### config.mk
export PLATFORM = sky130hd
export DESIGN_NAME = frequency_step_command_parser_core
export DESIGN_NICKNAME = d
export VERILOG_FILES = /design/src/rtl/core/fscp_pkg.sv /design/src/rtl/core/fscp_in_reg.sv /design/src/rtl/core/fscp_tokeniser.sv /design/src/rtl/core/fscp_exec.sv /design/src/rtl/core/frequency_step_command_parser_core.sv
export SDC_FILE = /design/constraint.sdc
export NUM_CORES = 1
export LEC_CHECK = 0
export ABC_AREA = 1
export BUFFER_PORTS_ARGS = -buffer_cell sky130_fd_sc_hd__buf_4
export CORE_UTILIZATION = 35
export DETAILED_ROUTE_END_ITERATION = 10
export PLACE_DENSITY = 0.51
export SLEW_MARGIN = 40
export SYNTH_ARGS = -nofsm -noshare
export SYNTH_HDL_FRONTEND = slang
export SYNTH_SLANG_ARGS = --single-unit
### constraint.sdc
create_clock -name i_clk -period 5.4 [get_ports i_clk]
set_clock_uncertainty 0.1 [all_clocks]
set_input_delay 0.81 -clock i_clk [delete_from_list [all_inputs] [get_ports i_clk]]
set_output_delay 0.81 -clock i_clk [all_outputs]
set_load 0.005 [all_outputs]
### src/rtl/core/fscp_pkg.sv
// ----------------------------------------------------------------------------
// Frequency step command parser package
// Shared constants, types and helper functions for the command parser.
// ----------------------------------------------------------------------------
package fscp_pkg;

    // Line buffer capacity; one slot fewer than this holds text bytes.
    localparam int LINE_CAPACITY = 64;
    localparam int CNT_W         = $clog2(LINE_CAPACITY);
    localparam logic [CNT_W-1:0] STORE_LIMIT = CNT_W'(LINE_CAPACITY - 1);

    localparam int STEP_W = 20;
    localparam int FREQ_W = 32;
    localparam logic [STEP_W-1:0] STEP_MAX           = STEP_W'(1000000);
    localparam logic [STEP_W-1:0] DEFAULT_STEP_RESET = STEP_W'(1000);

    // Token counter saturates at four: more than three means too many.
    localparam logic [2:0] TOK_CMD  = 3'd0;
    localparam logic [2:0] TOK_VFO  = 3'd1;
    localparam logic [2:0] TOK_STEP = 3'd2;
    localparam logic [2:0] TOK_MAX  = 3'd4;

    // Command word matcher: count of matched letters, or a failure mark.
    localparam logic [2:0] FREQ_DONE = 3'd4;
    localparam logic [2:0] FREQ_FAIL = 3'd7;
    localparam logic [7:0] FREQ_WORD [4] = '{8'h66, 8'h72, 8'h65, 8'h71};

    localparam logic [7:0] CH_NUL   = 8'h00;
    localparam logic [7:0] CH_TAB   = 8'h09;
    localparam logic [7:0] CH_LF    = 8'h0A;
    localparam logic [7:0] CH_VT    = 8'h0B;
    localparam logic [7:0] CH_FF    = 8'h0C;
    localparam logic [7:0] CH_CR    = 8'h0D;
    localparam logic [7:0] CH_SPACE = 8'h20;
    localparam logic [7:0] CH_PLUS  = 8'h2B;
    localparam logic [7:0] CH_MINUS = 8'h2D;
    localparam logic [7:0] CH_ZERO  = 8'h30;
    localparam logic [7:0] CH_NINE  = 8'h39;
    localparam logic [7:0] CH_UP_A  = 8'h41;
    localparam logic [7:0] CH_UP_Z  = 8'h5A;
    localparam logic [7:0] CH_LO_A  = 8'h61;
    localparam logic [7:0] CH_LO_B  = 8'h62;

    typedef enum logic [2:0] {
        ST_OK,
        ST_EMPTY,
        ST_UNKNOWN,
        ST_TOO_MANY,
        ST_BAD_VFO,
        ST_BAD_NUMBER,
        ST_RANGE
    } t_status;

    typedef enum logic [1:0] {
        NUM_SKIP,
        NUM_SIGN,
        NUM_DIGITS,
        NUM_BAD
    } t_num_phase;

    typedef enum logic [1:0] {
        SEL_NONE,
        SEL_A,
        SEL_B,
        SEL_BAD
    } t_vfo_sel;

    // Summary of the line seen so far, handed from the tokeniser to execution.
    typedef struct packed {
        logic              nonempty;
        logic [2:0]        tok_cnt;
        logic [2:0]        freq_state;
        t_vfo_sel          vfo_sel;
        t_num_phase        phase;
        logic              neg;
        logic              over;
        logic [STEP_W-1:0] value;
    } t_line_info;

    function automatic logic [7:0] fold(input logic [7:0] c);
        logic [7:0] r;
        r = c;
        if (c >= CH_UP_A && c <= CH_UP_Z) begin
            r = c + 8'd32;
        end
        return r;
    endfunction

    function automatic logic is_eol(input logic [7:0] c);
        return (c == CH_LF) || (c == CH_CR);
    endfunction

endpackage

### src/rtl/core/fscp_in_reg.sv
// ----------------------------------------------------------------------------
// Input register
// Holds one received byte until the parser stage consumes it.
// ----------------------------------------------------------------------------
module fscp_in_reg (
    input  logic       i_clk,
    input  logic       i_rst_n,
    input  logic       i_in_valid,
    output logic       o_in_ready,
    input  logic [7:0] i_rx_byte,
    input  logic       i_advance,
    output logic       o_valid,
    output logic [7:0] o_byte
);
    import fscp_pkg::*;

    logic       r_valid;
    logic [7:0] r_byte;

    assign o_in_ready = !r_valid || i_advance;
    assign o_valid    = r_valid;
    assign o_byte     = r_byte;

    always_ff @(posedge i_clk) begin
        if (!i_rst_n) begin
            r_valid <= 1'b0;
        end else if (i_in_valid && o_in_ready) begin
            r_valid <= 1'b1;
        end else if (i_advance) begin
            r_valid <= 1'b0;
        end
    end

    always_ff @(posedge i_clk) begin
        if (i_in_valid && o_in_ready) begin
            r_byte <= i_rx_byte;
        end
    end

endmodule

### src/rtl/core/fscp_tokeniser.sv
// ----------------------------------------------------------------------------
// Tokeniser
// Tracks the line one byte at a time: fill count, tokens, command word,
// oscillator letter and the decimal step.
// ----------------------------------------------------------------------------
module fscp_tokeniser (
    input  logic                  i_clk,
    input  logic                  i_rst_n,
    input  logic                  i_step,
    input  logic [7:0]            i_byte,
    output fscp_pkg::t_line_info  o_info
);
    import fscp_pkg::*;

    logic [CNT_W-1:0]  r_count,  n_count;
    logic              r_cut,    n_cut;
    logic              r_inside, n_inside;
    logic [2:0]        r_tok_cnt, n_tok_cnt;
    logic [2:0]        r_freq,   n_freq;
    t_vfo_sel          r_sel,    n_sel;
    t_num_phase        r_phase,  n_phase;
    logic              r_neg,    n_neg;
    logic              r_over,   n_over;
    logic [STEP_W-1:0] r_value,  n_value;

    logic [2:0]        idx;
    logic [7:0]        c;
    logic              digit;
    logic [3:0]        d;
    logic [STEP_W+3:0] prod;

    always_comb begin
        n_count   = r_count;
        n_cut     = r_cut;
        n_inside  = r_inside;
        n_tok_cnt = r_tok_cnt;
        n_freq    = r_freq;
        n_sel     = r_sel;
        n_phase   = r_phase;
        n_neg     = r_neg;
        n_over    = r_over;
        n_value   = r_value;
        idx       = TOK_CMD;
        c         = fold(i_byte);
        digit     = (c >= CH_ZERO) && (c <= CH_NINE);
        d         = 4'(c - CH_ZERO);
        prod      = ({4'd0, r_value} << 3) + ({4'd0, r_value} << 1)
                  + {{STEP_W{1'b0}}, d};

        if (i_step) begin
            if (is_eol(i_byte)) begin
                n_count   = '0;
                n_cut     = 1'b0;
                n_inside  = 1'b0;
                n_tok_cnt = '0;
                n_freq    = '0;
                n_sel     = SEL_NONE;
                n_phase   = NUM_SKIP;
                n_neg     = 1'b0;
                n_over    = 1'b0;
                n_value   = '0;
            end else if (r_count < STORE_LIMIT) begin
                n_count = r_count + 1'b1;
                if (!r_cut) begin
                    if (i_byte == CH_NUL) begin
                        n_cut = 1'b1;
                    end else if (i_byte == CH_SPACE) begin
                        n_inside = 1'b0;
                    end else begin
                        n_inside = 1'b1;
                        if (!r_inside) begin
                            idx = r_tok_cnt;
                            if (r_tok_cnt < TOK_MAX) begin
                                n_tok_cnt = r_tok_cnt + 3'd1;
                            end
                        end else begin
                            idx = r_tok_cnt - 3'd1;
                        end

                        case (idx)
                            TOK_CMD: begin
                                if (r_freq < FREQ_DONE && c == FREQ_WORD[r_freq[1:0]]) begin
                                    n_freq = r_freq + 3'd1;
                                end else begin
                                    n_freq = FREQ_FAIL;
                                end
                            end
                            TOK_VFO: begin
                                // Only a single letter a or b is a valid selector.
                                if (r_sel == SEL_NONE && c == CH_LO_A) begin
                                    n_sel = SEL_A;
                                end else if (r_sel == SEL_NONE && c == CH_LO_B) begin
                                    n_sel = SEL_B;
                                end else begin
                                    n_sel = SEL_BAD;
                                end
                            end
                            TOK_STEP: begin
                                case (r_phase) inside
                                    NUM_SKIP: begin
                                        if (i_byte == CH_TAB || i_byte == CH_VT
                                            || i_byte == CH_FF) begin
                                            n_phase = NUM_SKIP;
                                        end else if (i_byte == CH_PLUS
                                                     || i_byte == CH_MINUS) begin
                                            n_phase = NUM_SIGN;
                                            n_neg   = (i_byte == CH_MINUS);
                                        end else if (digit) begin
                                            n_phase = NUM_DIGITS;
                                        end else begin
                                            n_phase = NUM_BAD;
                                        end
                                    end
                                    NUM_SIGN, NUM_DIGITS: begin
                                        n_phase = digit ? NUM_DIGITS : NUM_BAD;
                                    end
                                    default: begin
                                        n_phase = NUM_BAD;
                                    end
                                endcase
                                // Once the value passes the limit it is frozen.
                                if (digit && r_phase != NUM_BAD && !r_over) begin
                                    if (prod > {4'd0, STEP_MAX}) begin
                                        n_over = 1'b1;
                                    end else begin
                                        n_value = prod[STEP_W-1:0];
                                    end
                                end
                            end
                            default: begin
                            end
                        endcase
                    end
                end
            end
        end
    end

    always_ff @(posedge i_clk) begin
        if (!i_rst_n) begin
            r_count   <= '0;
            r_cut     <= 1'b0;
            r_inside  <= 1'b0;
            r_tok_cnt <= '0;
            r_freq    <= '0;
            r_sel     <= SEL_NONE;
            r_phase   <= NUM_SKIP;
            r_neg     <= 1'b0;
            r_over    <= 1'b0;
            r_value   <= '0;
        end else begin
            r_count   <= n_count;
            r_cut     <= n_cut;
            r_inside  <= n_inside;
            r_tok_cnt <= n_tok_cnt;
            r_freq    <= n_freq;
            r_sel     <= n_sel;
            r_phase   <= n_phase;
            r_neg     <= n_neg;
            r_over    <= n_over;
            r_value   <= n_value;
        end
    end

    always_comb begin
        o_info.nonempty   = (r_count != '0);
        o_info.tok_cnt    = r_tok_cnt;
        o_info.freq_state = r_freq;
        o_info.vfo_sel    = r_sel;
        o_info.phase      = r_phase;
        o_info.neg        = r_neg;
        o_info.over       = r_over;
        o_info.value      = r_value;
    end

endmodule

### src/rtl/core/fscp_exec.sv
// ----------------------------------------------------------------------------
// Command execution
// Judges a finished line, updates oscillator and frequency, and holds the
// result register towards the output channel.
// ----------------------------------------------------------------------------
module fscp_exec (
    input  logic                        i_clk,
    input  logic                        i_rst_n,
    input  logic                        i_fire,
    input  fscp_pkg::t_line_info        i_info,
    input  logic [fscp_pkg::STEP_W-1:0] i_default_step,
    input  logic                        i_out_ready,
    output logic                        o_out_valid,
    output logic [2:0]                  o_status,
    output logic                        o_vfo_now,
    output logic [fscp_pkg::FREQ_W-1:0] o_frequency_now
);
    import fscp_pkg::*;

    logic              r_vfo;
    logic [FREQ_W-1:0] r_freq;
    logic              r_out_valid;
    t_status           r_status;
    logic              r_out_vfo;
    logic [FREQ_W-1:0] r_out_freq;

    t_status           status;
    logic              new_vfo;
    logic [STEP_W-1:0] step;
    logic [FREQ_W-1:0] new_freq;

    always_comb begin
        status  = ST_OK;
        new_vfo = r_vfo;
        step    = i_default_step;
        if (i_info.tok_cnt == 3'd0) begin
            status = ST_EMPTY;
        end else if (i_info.freq_state != FREQ_DONE) begin
            status = ST_UNKNOWN;
        end else if (i_info.tok_cnt == TOK_MAX) begin
            status = ST_TOO_MANY;
        end else if (i_info.tok_cnt > TOK_VFO
                     && i_info.vfo_sel != SEL_A && i_info.vfo_sel != SEL_B) begin
            status = ST_BAD_VFO;
        end else if (i_info.tok_cnt > TOK_STEP && i_info.phase != NUM_DIGITS) begin
            status = ST_BAD_NUMBER;
        end else if (i_info.tok_cnt > TOK_STEP
                     && (i_info.over || i_info.neg || i_info.value == '0)) begin
            status = ST_RANGE;
        end else begin
            if (i_info.tok_cnt > TOK_STEP) begin
                step = i_info.value;
            end
            if (i_info.tok_cnt > TOK_VFO) begin
                new_vfo = (i_info.vfo_sel == SEL_B);
            end
        end
        new_freq = (status == ST_OK) ? r_freq + FREQ_W'(step) : r_freq;
    end

    always_ff @(posedge i_clk) begin
        if (!i_rst_n) begin
            r_vfo       <= 1'b0;
            r_freq      <= '0;
            r_out_valid <= 1'b0;
        end else begin
            if (i_fire) begin
                r_vfo       <= new_vfo;
                r_freq      <= new_freq;
                r_out_valid <= 1'b1;
            end else if (i_out_ready) begin
                r_out_valid <= 1'b0;
            end
        end
    end

    always_ff @(posedge i_clk) begin
        if (i_fire) begin
            r_status   <= status;
            r_out_vfo  <= new_vfo;
            r_out_freq <= new_freq;
        end
    end

    assign o_out_valid     = r_out_valid;
    assign o_status        = r_status;
    assign o_vfo_now       = r_out_vfo;
    assign o_frequency_now = r_out_freq;

endmodule

### src/rtl/core/frequency_step_command_parser_core.sv
// ----------------------------------------------------------------------------
// Frequency step command parser core
// Builds command lines from received bytes and executes "freq [a|b] [step]".
// ----------------------------------------------------------------------------
// Throughput: one byte beat per cycle, sustained, while results are taken.
// Result path: a line-ending beat goes from the input register through the
//   execution logic into the result register, which drives o_out_valid.
// Stalls: a line-ending beat waits in the input register only while an untaken
//   result holds the result register; every other beat passes straight on.
// Reset (synchronous, active low): empty line, oscillator A, frequency 0, step 1000.
// ----------------------------------------------------------------------------
module frequency_step_command_parser_core (
    input  logic                        i_clk,
    input  logic                        i_rst_n,
    // Received byte channel.
    input  logic                        i_in_valid,
    output logic                        o_in_ready,
    input  logic [7:0]                  i_rx_byte,
    // Result channel.
    output logic                        o_out_valid,
    input  logic                        i_out_ready,
    output logic [2:0]                  o_status,
    output logic                        o_vfo_now,
    output logic [fscp_pkg::FREQ_W-1:0] o_frequency_now,
    // Default step register.
    input  logic                        i_cfg_we,
    input  logic [fscp_pkg::STEP_W-1:0] i_cfg_wdata
);
    import fscp_pkg::*;

    logic [STEP_W-1:0] r_default_step;

    logic       byte_valid;
    logic [7:0] byte_data;
    logic       advance;
    logic       fire;
    logic       ends_line;
    t_line_info info;

    // The user must write the default step only while the parser is idle; the block
    // does not enforce it. So held, it can feed the execution logic directly.
    always_ff @(posedge i_clk) begin
        if (!i_rst_n) begin
            r_default_step <= DEFAULT_STEP_RESET;
        end else if (i_cfg_we) begin
            r_default_step <= i_cfg_wdata;
        end
    end

    // A byte that ends a non-empty line produces a result, so it may only
    // leave the input register when the result register is free or is being
    // emptied in the same cycle. Every other byte moves on unconditionally,
    // which keeps the byte channel running while a result waits.
    assign ends_line = byte_valid && is_eol(byte_data) && info.nonempty;
    assign advance   = byte_valid && (!ends_line || !o_out_valid || i_out_ready);
    assign fire      = advance && ends_line;

    fscp_in_reg u_in_reg (
        .i_clk      (i_clk),
        .i_rst_n    (i_rst_n),
        .i_in_valid (i_in_valid),
        .o_in_ready (o_in_ready),
        .i_rx_byte  (i_rx_byte),
        .i_advance  (advance),
        .o_valid    (byte_valid),
        .o_byte     (byte_data)
    );

    // The tokeniser keeps a running summary of the line, so that nothing of
    // the text itself needs to be stored.
    fscp_tokeniser u_tokeniser (
        .i_clk   (i_clk),
        .i_rst_n (i_rst_n),
        .i_step  (advance),
        .i_byte  (byte_data),
        .o_info  (info)
    );

    // Execution reads the summary as it stood before the line-ending byte,
    // which is exactly the complete line.
    fscp_exec u_exec (
        .i_clk           (i_clk),
        .i_rst_n         (i_rst_n),
        .i_fire          (fire),
        .i_info          (info),
        .i_default_step  (r_default_step),
        .i_out_ready     (i_out_ready),
        .o_out_valid     (o_out_valid),
        .o_status        (o_status),
        .o_vfo_now       (o_vfo_now),
        .o_frequency_now (o_frequency_now)
    );

endmodule

### Word-level counts from Yosys, hierarchy flattened

Cells that the tools add are included.

| storage, ports and cells | value |
|---|---|
| register bits | 139 |
| input bits | 33 |
| output and inout bits | 38 |
| logic and storage cells | 231 |

| cells by class | value |
|---|---|
| add/sub/neg operators | 9 |
| $lt $le $gt $ge | 11 |
| equal/unequal tests | 28 |
| multiplexer cells | 105 |
| bitwise gates (word level) | 1 |
| reductions and logical operators | 58 |

Operator list:

| cell | number |
|---|---|
| $mux 20 | 15 |
| $mux 3 | 27 |
| $eq 8x4->1 const B | 5 |
| $mux 1 | 40 |
| $add 32x20->32 | 1 |
| $mux 2 | 16 |
| $mux 32 | 1 |
| $add 23x21->24 | 1 |
| $add 24x4->24 | 1 |
| $eq 8x6->1 const B | 3 |
| $gt 24x20->1 const B | 1 |
| $mux 8 | 3 |
| $reduce_bool 2->1 | 11 |
| $logic_not 20->1 | 1 |
| $ne 2x2->1 const B | 9 |
| $reduce_and 6->1 | 3 |
| $bmux 8 s2 | 1 |
| $eq 8x7->1 const B | 2 |
| $logic_and 1x1->1 | 16 |
| $reduce_and 8->1 | 2 |
| $mux 6 | 2 |
| $logic_not 3->1 | 3 |
| $logic_or 1x1->1 | 9 |
| $reduce_and 9->1 | 1 |
| 31 further kinds | 38 |

### Logic depth before layout (Yosys ltp)

| depth | value |
|---|---|
| depth after elaboration | 16 |
| depth in mapped cells | 28 |
| gate-level depth less buffers | 27 |

### Hierarchy

A second synthesis with hierarchy kept.

| second synthesis, totals | value |
|---|---|
| cells, all modules | 1,576 |
| area, all modules | 10,422.5 um^2 |

Modules (own cells, without submodules):

| module | instances | cells an instance | area an instance (um^2) | sequential area each (um^2) |
|---|---|---|---|---|
| fscp_exec | 1 | 769 | 5,162.5 | 1,761.7 |
| fscp_tokeniser | 1 | 686 | 4,185.3 | 800.8 |
| frequency_step_command_parser_core | 1 | 106 | 783.3 | 400.4 |
| fscp_in_reg | 1 | 15 | 291.5 | 260.2 |

### Worst setup path before layout

No wires, ideal clock.

| timing path | value |
|---|---|
| kind | reg2reg |
| start | register u_tokeniser.r_tok_cnt[0] |
| end | register u_exec.r_out_freq[27], in the netlist u_exec.o_frequency_now[27] (data pin) |
| setup time | 0.259 ns |
| arrival | 3.432 ns |
| required time | 5.041 ns |
| path slack | 1.609 ns |
| cell stages (with the launch flop) | 23 |
| path buffers | 1 |
| period minus slack after synthesis | 3.791 ns |
| cells stage by stage | dfxtp_1 -> inv_1 -> ha_1 -> nor2_1 -> nand4_1 -> nor2_1 -> clkbuf_1 -> nand2_1 -> o21ai_0 -> inv_1 -> ha_1 -> nand2_1 -> o21ai_0 -> nand2_1 -> nand2_1 -> a21oi_1 -> o21bai_1 -> nand2_1 -> nand2_1 -> nand2_1 -> and3_1 -> o21ai_1 -> nand2_1 |

| between the ends | value |
|---|---|
| word-level cells in the longest chain between the ends | 10 |
| elaborated cells on any way between the ends | 24 |
| classes of those cells | add/sub (1); order compare (2); eq/ne (1); mux (14); reduce/logical (6) |

RTL lines:

| item | line | text |
|---|---|---|
| from (decl) | fscp_tokeniser.sv:18 | `logic [2:0] r_tok_cnt, n_tok_cnt;` |
| from (signal assigned) | fscp_tokeniser.sv:155 | `r_tok_cnt <= n_tok_cnt;` |
| $gt 3x2->1 | fscp_exec.sv:45, fscp_exec.sv:47, fscp_exec.sv:51 |  |
| $mux 20 or $logic_and 1x1->1 (tied branches) | fscp_exec.sv:51, fscp_exec.sv:48 |  |
| $mux 20 or $mux 3 (tied branches) | fscp_exec.sv:47 | `end else if (i_info.tok_cnt > TOK_STEP` |
| $mux 20 or $mux 3 (tied branches) | fscp_exec.sv:45 | `end else if (i_info.tok_cnt > TOK_STEP && i_info.phase != NUM_DIGITS) begin` |
| $mux 20 or $mux 3 (tied branches) | fscp_exec.sv:42 | `end else if (i_info.tok_cnt > TOK_VFO` |
| $mux 20 or $mux 3 (tied branches) | fscp_exec.sv:40 | `end else if (i_info.tok_cnt == TOK_MAX) begin` |
| $mux 20 or $mux 3 (tied branches) | fscp_exec.sv:38 | `end else if (i_info.freq_state != FREQ_DONE) begin` |
| $mux 20 or $mux 3 (tied branches) | fscp_exec.sv:36 | `if (i_info.tok_cnt == 3'd0) begin` |
| $add 32x20->32 or $logic_not 3->1 (tied branches) | fscp_exec.sv:58 | `new_freq = (status == ST_OK) ? r_freq + FREQ_W'(step) : r_freq;` |
| $mux 32 * | fscp_exec.sv:58 |  |
| net u_exec.new_freq[27] | fscp_exec.sv:30 | `logic [FREQ_W-1:0] new_freq;` |
| to (signal assigned) | fscp_exec.sv:81 | `r_out_freq <= new_freq;` |
| to (decl) | fscp_exec.sv:25 | `logic [FREQ_W-1:0] r_out_freq;` |

Mark *: on every way through the listed nets, which the timed path passes. The rest lies on a longest branch.
A chain may end at the register's enable or synchronous reset.

### Worst setup path after layout

| timing path | value |
|---|---|
| start | register u_tokeniser.r_tok_cnt[0] |
| end | register u_exec.r_freq[20] |

| between the ends | value |
|---|---|
| word-level cells in the longest chain between the ends | 10 |
| elaborated cells on any way between the ends | 24 |
| classes of those cells | add/sub (1); order compare (2); eq/ne (1); mux (14); reduce/logical (6) |

RTL lines:

| item | line | text |
|---|---|---|
| $gt 3x2->1 | fscp_exec.sv:45, fscp_exec.sv:47, fscp_exec.sv:51 |  |
| $mux 20 or $logic_and 1x1->1 (tied branches) | fscp_exec.sv:51, fscp_exec.sv:48 |  |
| $mux 20 or $mux 3 (tied branches) | fscp_exec.sv:47 |  |
| $mux 20 or $mux 3 (tied branches) | fscp_exec.sv:45 |  |
| $mux 20 or $mux 3 (tied branches) | fscp_exec.sv:42 |  |
| $mux 20 or $mux 3 (tied branches) | fscp_exec.sv:40 |  |
| $mux 20 or $mux 3 (tied branches) | fscp_exec.sv:38 |  |
| $mux 20 or $mux 3 (tied branches) | fscp_exec.sv:36 |  |
| $add 32x20->32 or $logic_not 3->1 (tied branches) | fscp_exec.sv:58 |  |
| $mux 32 * | fscp_exec.sv:58 |  |
| net u_exec.new_freq[20] | fscp_exec.sv:30 |  |
| to (signal assigned) | fscp_exec.sv:69 | `r_freq <= new_freq;` |
| to (decl) | fscp_exec.sv:21 | `logic [FREQ_W-1:0] r_freq;` |

Marked as above.

==> results.md <==
* Outcome: finished clean
* Die footprint at 28400 sq um
* Antenna violations before repair at 0
* Slew @ Worst Pin at 0.706 ns
* Sequential share of the synthesized area at 0.332
* Top cell type's share of synthesized area at 0.196
* DRT Wirelength at 26700 microns
* Final setup fails at 0
* Placer Congestion at 0.863
* Fin cells at 1839
* Hold Crit Class: flip-flop to flip-flop
* Async SR Flop Fraction at 0
* Average wire per standard cell at 14.5 microns
* Minimum clock period at 4.29 ns
* Total Power at 2.54 mW
* H-tree depth at 4
* Max Freq at 0.233 GHz
* Hold Buf Count CTS at 0
* WHS at 0.355 ns
* Placed Area at 10600 sq um
* Initial core utilization at 0.359
* Max Transition Viols Final at 0
* Peak VDD IR at 0.139 mV
* Die width at 169 microns
* CTS-repair resized insts at 0
* Critical Path Start Type: flip-flop
* Critical path capture point type: flip-flop
* Synth area leader: dfxtp_1
* Worst-path clk slew at 0.06 ns
* Sinks on Clock Net at 139
* Final worst slack at 1.11 ns
* Root Buffer: clkbuf_16
* Longest Clk Path Bufs at 2
* Syn_nets at 1507
* Skew-Pair Late Insertion Delay at 0.43 ns
* Gr ovfl total at 0
* CORE AREA at 27100 sq um
* DP Wirelength at 20300 microns
* Post-Syn Area at 9720 sq um
* Worst path arrival time at 4.51 ns
* Max-cap viol count at 0
* Top post-synthesis cells by area: dfxtp_1 20%, nand2_1 15%, edfxtp_1 14%
* Fin util at 0.411
* Post-Syn Instances at 1398
* GR Util All Layers at 0.194
* Distinct cells, synth at 45
* Global-route wire length before repair at 43700 microns
* Final hold vios at 0
* Area growth syn-to-layout at 14.7%
* Vias per inst at 4.85
* YS warnings at 0
* Input/output buffers at 70
* Setup TNS Final at 0 ns
* Worst slew margin relative to its limit at 0.528
* Mean Syn Cell Area at 6.95 sq um
* Fillers at 2896
* WS Path Type: flip-flop to flip-flop
* Largest net degree at the start of global routing at 47
* Unrepaired setup endpoints after global routing: no
* Ratio of cells with drive above 1 in the final layout at 0.108
* CTS buffer count at 17
* Crit path required time at 5.62 ns
* EDFF count, synth at 44
* Vias in the first global route at 8422
* Design area at 11200 sq um
* LEAKAGE at 5.41 nW
* Place WS at 1.10 ns
* Antenna Nets Post-Route at 0
* Post-layout net count at 1563
* Post-CTS Setup Bufs at 0
* DR DRC count at 0
* P per Cell Area at 227 nW/um^2
* Ports at 71
* Placed insts at 1807
* Vias at 8913
* Critical-path maximum fanout at 24
* DR pass1 iterations at 5
* Top_reg_cell synth: dfxtp_1
* CTS tree: built
* Row count at 60
* Drt first-iter violations at 519
* Diodes inserted at 0
* Fin crit share at 0.794
* Synth Register Bits at 139
* Die height at 169 microns
## final cells by class
type	instances	area [sq um]	area share
multi-input combinational	1030	5610	0.503
sequential	139	3220	0.289
inverter	192	724	0.0650
timing repair buffer	74	556	0.0498
tap	372	465	0.0417
clock buffer	18	429	0.0385
clock inverter	14	146	0.0131
## power breakdown
group          switching (mW)  total [mW]  leakage [nW]  internal [mW]
combinational           0.165       0.246          3.95         0.0813
sequential             0.0195        1.12          1.18           1.10
clock                   0.488        1.17         0.278          0.681
## cell usage in the layout (no fill, tap or decap), types with 5 or more instances in the layout
| cell | instances |
|---|---|
| a21oi_1 | 102 |
| buf_4 | 74 |
| clkbuf_16 | 17 |
| dfxtp_1 | 95 |
| edfxtp_1 | 44 |
| ha_1 | 73 |
| inv_1 | 183 |
| inv_2 | 7 |
| mux2_2 | 16 |
| nand2_1 | 383 |
| nand2_2 | 7 |
| nand3_1 | 83 |
| nand3_2 | 5 |
| nand3b_1 | 5 |
| nand4_1 | 16 |
| nor2_1 | 117 |
| nor2_2 | 9 |
| nor3_1 | 16 |
| nor4_1 | 11 |
| o21ai_0 | 86 |
| o21bai_1 | 28 |
| xnor2_1 | 7 |
| xor2_1 | 26 |
## kinds of logic (layout without fill, tap and decap cells)
logic type	after synthesis	after routing	share of synthesized area
xor+xnor	33	33	0.0297
mux	16	16	0.0185
buf+inv	229	298	0.0922
simple gates	660	660	0.286
compound gates	245	245	0.141
flops	139	139	0.332
fa+ha+maj	76	76	0.100
## flip-flops by register name, summed over array words and instances (netlist names)
register	cells
u_tokeniser.r_tok_cnt	3
u_tokeniser.r_count	6
u_tokeniser.r_inside	1
u_tokeniser.r_phase	2
u_exec.o_frequency_now	32
u_exec.o_vfo_now	1
u_exec.r_freq	32
r_default_step	20
u_tokeniser.r_freq	3
u_tokeniser.r_cut	1
u_tokeniser.r_value	20
u_in_reg.o_byte	8
u_exec.r_vfo	1
u_tokeniser.r_over	1
u_tokeniser.r_sel	2
u_exec.o_out_valid	1
u_exec.o_status	3
u_in_reg.o_valid	1
u_tokeniser.r_neg	1
## synth_stat cells (3+ instances only)
library cell	number
nand2_1	383
inv_1	184
nor2_1	118
a21oi_1	102
dfxtp_1	95
o21ai_0	86
nand3_1	83
ha_1	73
edfxtp_1	44
o21bai_1	28
xor2_1	26
clkbuf_1	22
mux2_2	16
nand4_1	16
nor3_1	16
nor4_1	11
nor2_2	9
buf_2	8
buf_4	7
inv_2	7
nand2_2	7
xnor2_1	7
nand3_2	5
nand3b_1	5
a211oi_1	4
a31oi_1	4
o21a_1	4
o21ai_1	4
a21oi_2	3
fa_1	3
## routing by layer
layer | share of wire | track usage
met1 | 0.49 | 0.262
met2 | 0.46 | 0.323
met3 | 0.034 | 0.0283
met4 | 0.012 | 0.0486
met5 | 0 | 0
## critical path: stages (launching register included)
cell and delay, ns:
dfxtp_1 0.45, inv_1 0.13, ha_1 0.23, nor2_1 0.22, nand4_1 0.14, nor2_2 0.11
buf_4 0.29, mux2_2 0.38, ha_1 0.35, a21oi_1 0.25, o21ai_0 0.17, a21oi_1 0.23
o21bai_1 0.17, a21oi_1 0.32, o21bai_1 0.13, xor2_1 0.16, nand2_1 0.06, nand2_1 0.08
o21ai_0 0.15, inv_1 0.05
## path summary, 6_finish.rpt
path | startpoint | to | slack [ns] | depth (start not counted)
setup / recovery | u_tokeniser.r_tok_cnt[0] | u_exec.r_freq[20] | 1.11 | 19
hold / removal | r_default_step[6] | r_default_step[6] | 0.35 | 2
setup reg to reg | u_tokeniser.r_tok_cnt[0] | u_exec.r_freq[20] | 1.11 | 19
hold reg to reg | r_default_step[6] | r_default_step[6] | 0.35 | 2
No activity file was read; power rests on OpenSTA's default activity.
